### src/design/siq_pkg.sv
// ----------------------------------------------------------------------------
// siq_pkg
// Shared types and codes for the sorted insert queue.
// ----------------------------------------------------------------------------
package siq_pkg;

  localparam int DATA_W    = 32;
  localparam int DEPTH_DEF = 16;

  localparam logic [1:0] ACT_INSERT     = 2'd0;
  localparam logic [1:0] ACT_REMOVE_MIN = 2'd1;
  localparam logic [1:0] ACT_REMOVE_MAX = 2'd2;

  localparam logic [1:0] STAT_OK    = 2'd0;
  localparam logic [1:0] STAT_EMPTY = 2'd1;
  localparam logic [1:0] STAT_FULL  = 2'd2;

  typedef enum logic {
    ST_IDLE,
    ST_WAIT
  } siq_state_t;

  typedef struct packed {
    logic                     ins;
    logic                     shl;
    logic signed [DATA_W-1:0] val;
  } siq_cmd_t;

endpackage

### src/design/siq_cell.sv
// ----------------------------------------------------------------------------
// siq_cell
// One entry of the sorted row. It compares its entry with the value being
// inserted and takes its own, the new, or a neighbor's entry.
// ----------------------------------------------------------------------------
module siq_cell #(
  parameter int IDX = 0,
  parameter int CW  = 5
) (
  input  logic                              clk,
  input  siq_pkg::siq_cmd_t                 cmd,
  input  logic [CW-1:0]                     count,
  input  logic signed [siq_pkg::DATA_W-1:0] left_entry,
  input  logic                              left_lt,
  input  logic signed [siq_pkg::DATA_W-1:0] right_entry,
  output logic signed [siq_pkg::DATA_W-1:0] entry,
  output logic                              lt,
  output logic signed [siq_pkg::DATA_W-1:0] tap
);
  import siq_pkg::*;

  localparam logic [CW-1:0] IDX_C  = CW'(IDX);
  localparam logic [CW-1:0] LAST_C = CW'(IDX + 1);

  logic                     occ;
  logic signed [DATA_W-1:0] ins_val;

  assign occ     = (count > IDX_C);
  assign lt      = occ && (entry < $signed(cmd.val));
  assign ins_val = lt ? entry : (left_lt ? cmd.val : left_entry);
  assign tap     = (count == LAST_C) ? entry : '0;

  always_ff @(posedge clk) begin
    if (cmd.ins) begin
      entry <= ins_val;
    end else if (cmd.shl) begin
      entry <= right_entry;
    end
  end

endmodule

### src/design/siq_max_tree.sv
// ----------------------------------------------------------------------------
// siq_max_tree
// Registered OR tree that gathers the single nonzero tap of the row; each
// level of the tree is registered.
// ----------------------------------------------------------------------------
module siq_max_tree #(
  parameter int N  = 16,
  parameter int LV = 4
) (
  input  logic                       clk,
  input  logic [N-1:0][siq_pkg::DATA_W-1:0] taps,
  output logic [siq_pkg::DATA_W-1:0] top
);
  import siq_pkg::*;

  localparam int PAD = 1 << LV;

  logic [DATA_W-1:0] node [LV+1][PAD];

  for (genvar j = 0; j < PAD; j++) begin : g_leaf
    if (j < N) begin : g_used
      assign node[0][j] = taps[j];
    end else begin : g_pad
      assign node[0][j] = '0;
    end
  end

  for (genvar k = 1; k <= LV; k++) begin : g_lvl
    for (genvar j = 0; j < PAD; j++) begin : g_node
      if (j < (PAD >> k)) begin : g_or
        always_ff @(posedge clk) begin
          node[k][j] <= node[k-1][2*j] | node[k-1][2*j+1];
        end
      end else begin : g_zero
        assign node[k][j] = '0;
      end
    end
  end

  assign top = node[LV][0];

endmodule

### src/design/sorted_insert_queue.sv
// ----------------------------------------------------------------------------
// sorted_insert_queue
// Insert and remove-smallest push their result into the output queue in the
// cycle they are taken; remove-largest waits in ST_WAIT for the registered OR
// tree that reads the last entry and pushes its result from there. A new
// transaction is taken every cycle while the output queue has room, but not
// during ST_WAIT. A synchronous reset empties the store and the output queue.
// ----------------------------------------------------------------------------
module sorted_insert_queue #(
  parameter int DEPTH = siq_pkg::DEPTH_DEF
) (
  input  logic                              clk,
  input  logic                              rst,
  input  logic                              in_valid,
  output logic                              in_stall,
  input  logic [1:0]                        action,
  input  logic signed [siq_pkg::DATA_W-1:0] value,
  output logic                              out_valid,
  input  logic                              out_stall,
  output logic signed [siq_pkg::DATA_W-1:0] result_value,
  output logic [1:0]                        status
);
  import siq_pkg::*;

  localparam int CW   = $clog2(DEPTH + 1);
  localparam int LV   = $clog2(DEPTH);
  localparam int WCW  = (LV > 1) ? $clog2(LV) : 1;
  localparam logic [CW-1:0]  DEPTH_C = CW'(DEPTH);
  localparam logic [WCW-1:0] WAIT_C  = WCW'(LV - 1);

  siq_state_t state, state_next;
  logic [CW-1:0]  count, count_next;
  logic [WCW-1:0] wait_cnt, wait_cnt_next;

  siq_cmd_t cmd;
  logic signed [DATA_W-1:0] entries [DEPTH];
  logic [DEPTH-1:0]         lts;
  logic [DEPTH-1:0][DATA_W-1:0] taps;
  logic [DATA_W-1:0]        max_val;

  logic              accept, push, pop;
  logic [DATA_W-1:0] push_val;
  logic [1:0]        push_st;

  logic [DATA_W-1:0] q_val [2];
  logic [1:0]        q_st [2];
  logic              rd_ptr, wr_ptr;
  logic [1:0]        fill;

  for (genvar i = 0; i < DEPTH; i++) begin : g_cell
    logic signed [DATA_W-1:0] l_entry, r_entry;
    logic                     l_lt;
    logic signed [DATA_W-1:0] t;
    if (i == 0) begin : g_first
      assign l_entry = '0;
      assign l_lt    = 1'b1;
    end else begin : g_mid
      assign l_entry = entries[i-1];
      assign l_lt    = lts[i-1];
    end
    if (i == DEPTH - 1) begin : g_last
      assign r_entry = entries[i];
    end else begin : g_inner
      assign r_entry = entries[i+1];
    end
    siq_cell #(.IDX(i), .CW(CW)) u_cell (
      .clk        (clk),
      .cmd        (cmd),
      .count      (count),
      .left_entry (l_entry),
      .left_lt    (l_lt),
      .right_entry(r_entry),
      .entry      (entries[i]),
      .lt         (lts[i]),
      .tap        (t)
    );
    assign taps[i] = t;
  end

  siq_max_tree #(.N(DEPTH), .LV(LV)) u_tree (
    .clk (clk),
    .taps(taps),
    .top (max_val)
  );

  assign in_stall = (state != ST_IDLE) || (fill == 2'd2);
  assign accept   = in_valid && !in_stall;
  assign out_valid = (fill != 2'd0);
  assign pop       = out_valid && !out_stall;
  assign result_value = q_val[rd_ptr];
  assign status       = q_st[rd_ptr];

  always_comb begin
    state_next    = state;
    count_next    = count;
    wait_cnt_next = wait_cnt;
    cmd.ins       = 1'b0;
    cmd.shl       = 1'b0;
    cmd.val       = value;
    push          = 1'b0;
    push_val      = '0;
    push_st       = STAT_OK;
    case (state)
      ST_IDLE: begin
        if (accept) begin
          push = 1'b1;
          case (action)
            ACT_INSERT: begin
              if (count == DEPTH_C) begin
                push_st = STAT_FULL;
              end else begin
                cmd.ins    = 1'b1;
                push_val   = value;
                count_next = count + 1'b1;
              end
            end
            ACT_REMOVE_MIN: begin
              if (count == '0) begin
                push_st = STAT_EMPTY;
              end else begin
                cmd.shl    = 1'b1;
                push_val   = entries[0];
                count_next = count - 1'b1;
              end
            end
            ACT_REMOVE_MAX: begin
              if (count == '0) begin
                push_st = STAT_EMPTY;
              end else begin
                push          = 1'b0;
                wait_cnt_next = '0;
                state_next    = ST_WAIT;
              end
            end
            default: begin
            end
          endcase
        end
      end
      ST_WAIT: begin
        if (wait_cnt == WAIT_C) begin
          push       = 1'b1;
          push_val   = max_val;
          count_next = count - 1'b1;
          state_next = ST_IDLE;
        end else begin
          wait_cnt_next = wait_cnt + 1'b1;
        end
      end
      default: begin
        state_next = ST_IDLE;
      end
    endcase
  end

  always_ff @(posedge clk) begin
    if (rst) begin
      state    <= ST_IDLE;
      count    <= '0;
      wait_cnt <= '0;
      rd_ptr   <= 1'b0;
      wr_ptr   <= 1'b0;
      fill     <= 2'd0;
    end else begin
      state    <= state_next;
      count    <= count_next;
      wait_cnt <= wait_cnt_next;
      if (push) begin
        wr_ptr <= ~wr_ptr;
      end
      if (pop) begin
        rd_ptr <= ~rd_ptr;
      end
      case ({push, pop})
        2'b10:   fill <= fill + 2'd1;
        2'b01:   fill <= fill - 2'd1;
        default: fill <= fill;
      endcase
    end
  end

  always_ff @(posedge clk) begin
    if (push) begin
      q_val[wr_ptr] <= push_val;
      q_st[wr_ptr]  <= push_st;
    end
  end

endmodule
### config.mk
export PLATFORM = sky130hd
export DESIGN_NAME = sorted_insert_queue
export DESIGN_NICKNAME = d
export VERILOG_FILES = /design/src/design/siq_pkg.sv /design/src/design/siq_cell.sv /design/src/design/siq_max_tree.sv /design/src/design/sorted_insert_queue.sv
export SDC_FILE = /design/constraint.sdc
export NUM_CORES = 2
export LEC_CHECK = 0
export BUFFER_PORTS_ARGS = -buffer_cell sky130_fd_sc_hd__buf_2
export CAP_MARGIN = 20
export CORE_ASPECT_RATIO = 1.25
export CORE_UTILIZATION = 45
export DETAILED_ROUTE_END_ITERATION = 10
export GPL_ROUTABILITY_DRIVEN = 0
export PLACE_DENSITY = 0.7
export REMOVE_ABC_BUFFERS = 1
export SLEW_MARGIN = 20
export SYNTH_ARGS = -nofsm -noshare
export SYNTH_HDL_FRONTEND = slang
export SYNTH_SLANG_ARGS = --single-unit
### constraint.sdc
create_clock -name clk -period 6.1 [get_ports clk]
set_input_delay 1.22 -clock clk [delete_from_list [all_inputs] [get_ports clk]]
set_output_delay 1.22 -clock clk [all_outputs]
set_load 0.1 [all_outputs]
==> impl_metrics.toml <==
[yosys]
synth_edf_count = 580
synth_area_per_cell_um2 = 10.7
synth.yosys.seq_area_share = 0.497
synth_cells = 5153
synthDistinctLibCells = 68
synth_flop_cell = "edfxtp_1"
async_flop_share = 0
netlist_area_mm2 = 0.0549
yosys_warnings = 0
ys_ff_latch = 1073

[routing]
drtIter0Drc = 6689
num_vias = 45752
postRouteAntennaNets = 0
viasPerCell = 6.71
drtPass1Iterations = 7
drcViolationCount = 0
avgRoutedWirePerCell_um = 31.3
drt-total-wl_mm = 213

[placed_design]
io_buffers = 73
place_ws_ns = 0.300
dpl.hpwl_mm = 142

[worst_hold_path]
hold_class = "reg2reg"

[setup_path]
crit_type = "in2reg"
cp_data_required_time_ns = 6.45
r2r_slack_ns = 1.47
path_max_fanout = 19
startpoint_type = "primary input"
critPathArrivalTime_ns = 5.36
endpoint_kind = "flop"

[global_route]
grt_pass1_wl_mm = 303
track_usage = 0.341
antenna_found_initial = 11
overflow = 0
grt_max_degree = 190
first_global_vias = 43427

[floorplan]
io_pins = 74
dieArea_mm2 = 0.124
dieWidth_um = 315
start_util = 0.456
dieHeight_um = 393
num_rows = 142
core-area_mm2 = 0.120

[clock_network]
cts_inserted_buffers = 103
clkLatencyLatePin_ns = 0.76
cts_resized = 0
tritoncts = "built"
cts_root_buf = "clkbuf_16"
cts_setup_buffers = 0
cts.clk_slew.worst_paths_ns = 0.06
clkSinkCount = 1073
cts_buffer_depth = 3
htree_levels = 3
cts_hold_buf = 0

[power]
power-per-cell-area_mw_per_mm2 = 335
seqPwrFrac = 0.446
power.share.clock = 0.334
p_leak_uw = 0.0246
p_switching_uw = 6820
worst_ir_drop_vdd_mv = 0.269
combinationalPowerShare = 0.221
p_int_uw = 13600
p_sw_frac = 0.334

[sta]
max-slew-margin-rel = 0.221
drv_slew = 0
finalCritPeriodShare = 0.822
rsz0062_at_grt = "no"
worst_pin_slew_ns = 1.16
clock_skew_ns = 0.0610
hold_violations = 0
fin_crit_ns = 5.01
tns_ns = 0
finalSetupViolCount = 0
final.setup.worst_slack_ns = 1.09
fmax_ghz = 0.199

[cells_and_area]
fillers = 10702
drive_gt1_frac = 0.138
layout.nets = 5686
area_growth_pct = 10.9

[run]
maxCapViolCount = 0

[outcome]
outcome = "finished clean"
synth_stat cells (32+ instances only):
cell type / number / area, um2
a22o_1: 256 / 2240
dfxtp_1: 493 / 9870
o211ai_1: 315 / 2360
clkbuf_1: 201 / 754
and3_1: 34 / 213
nor3b_1: 33 / 248
inv_1: 43 / 161
nand4_1: 102 / 638
a311oi_1: 34 / 298
ha_1: 507 / 6340
nand3_1: 288 / 1440
mux2i_1: 170 / 1700
a21o_1: 89 / 668
or2_2: 225 / 1410
nor2_1: 152 / 571
o21ai_1: 64 / 320
o21ai_0: 153 / 766
mux2_2: 34 / 383
nand2_1: 695 / 2610
a21oi_1: 250 / 1250
buf_2: 70 / 350
edfxtp_1: 580 / 17400
a22oi_1: 32 / 240
or3_1: 35 / 219
worst max-delay path, stage by stage:
cell	delay [ns]
buf_2	0.26
inv_1	0.43
ha_1	0.45
nand4_1	0.19
nor3_2	0.65
nand2_1	0.36
a31oi_1	0.68
nor3_4	0.08
buf_4	0.33
o21ai_4	0.21
buf_4	0.47
power by group through the flow:
stage	clock network (uW)	registers, uW	logic [uW]
CTS	6830	9060	4360
detailed placement	0	9220	4340
floorplan	0	8950	3070
finish	6810	9100	4510
global placement	0	9200	4230
global route	7110	9140	4750
registers in the layout, indices dropped and copies added (netlist names), named ones only:
name and count:
count 5, fill 2, g_cell.u_cell.entry 512, q_st 4, q_val 64, rd_ptr 1, state 1, u_tree.node 448
u_tree.top 32, wait_cnt 2, wr_ptr 1
logic make-up after synthesis:
| kind of cell | after synthesis | share of synthesized area |
|---|---|---|
| DFF | 1073 | 0.497 |
| and+or+nand+nor | 1674 | 0.148 |
| xor gates and xnor gates | 8 | 0.00128 |
| AOI/OAI and AO/OA | 1307 | 0.167 |
| muxes | 204 | 0.0379 |
| adders and majority gates | 507 | 0.115 |
| buffers and inverters | 380 | 0.0338 |
path summary, 6_finish.rpt:
check	start	endpoint	cells after the start
max reg2reg	count[1]	g_cell[2].u_cell.entry[29]	10
min	u_tree.node[1009]	u_tree.top[17]	1
min reg2reg	u_tree.node[1009]	u_tree.top[17]	1
max	value[28]	g_cell[0].u_cell.entry[10]	11
layout by cell type, fill, tap and decap left out, types with 147 or more instances in the layout:
| cell type | instances |
|---|---|
| o211ai_1 | 315 |
| a22o_1 | 256 |
| nand2_1 | 683 |
| o21ai_0 | 147 |
| nand3_1 | 287 |
| dfxtp_1 | 492 |
| or2_2 | 225 |
| a21oi_1 | 248 |
| edfxtp_1 | 580 |
| ha_1 | 505 |
| mux2i_1 | 170 |
routing by layer:
metal / global-route usage / share of wire / wire [um] / vias to the layer above
met5: 0 / 0.00033 / 70 / -
met4: 0.286 / 0.10 / 22200 / 12
met3: 0.0930 / 0.12 / 26200 / 1092
met2: 0.523 / 0.43 / 92700 / 3472
met1: 0.396 / 0.34 / 72300 / 21739
li1: - / - / - / 19437
through the flow:
step	instance area [um2]	cells	util	total power, uW	hold slack, ns
6_report	60900	6821	0.506	20400	0.379
3_3_place_gp	57300	6619	0.476	13400	0.391
5_1_grt	60900	6815	0.506	21000	0.403
2_1_floorplan	53200	4816	-	12000	0.389
3_5_place_dp	57300	6619	0.476	13600	0.392
4_1_cts	60900	6814	0.506	20300	0.383
cell type report:
type / count / area, um2 / area share
Antenna cell: 6 / 15.0 / 0.000246
Tap cell: 1584 / 1980 / 0.0325
Sequential cell: 1073 / 27300 / 0.448
Timing Repair Buffer: 220 / 1680 / 0.0275
Clock buffer: 151 / 3120 / 0.0512
Clock inverter: 44 / 479 / 0.00786
Inverter: 43 / 161 / 0.00265
Multi-Input combinational cell: 3700 / 26200 / 0.430
Power figures use the tool's default switching activity.
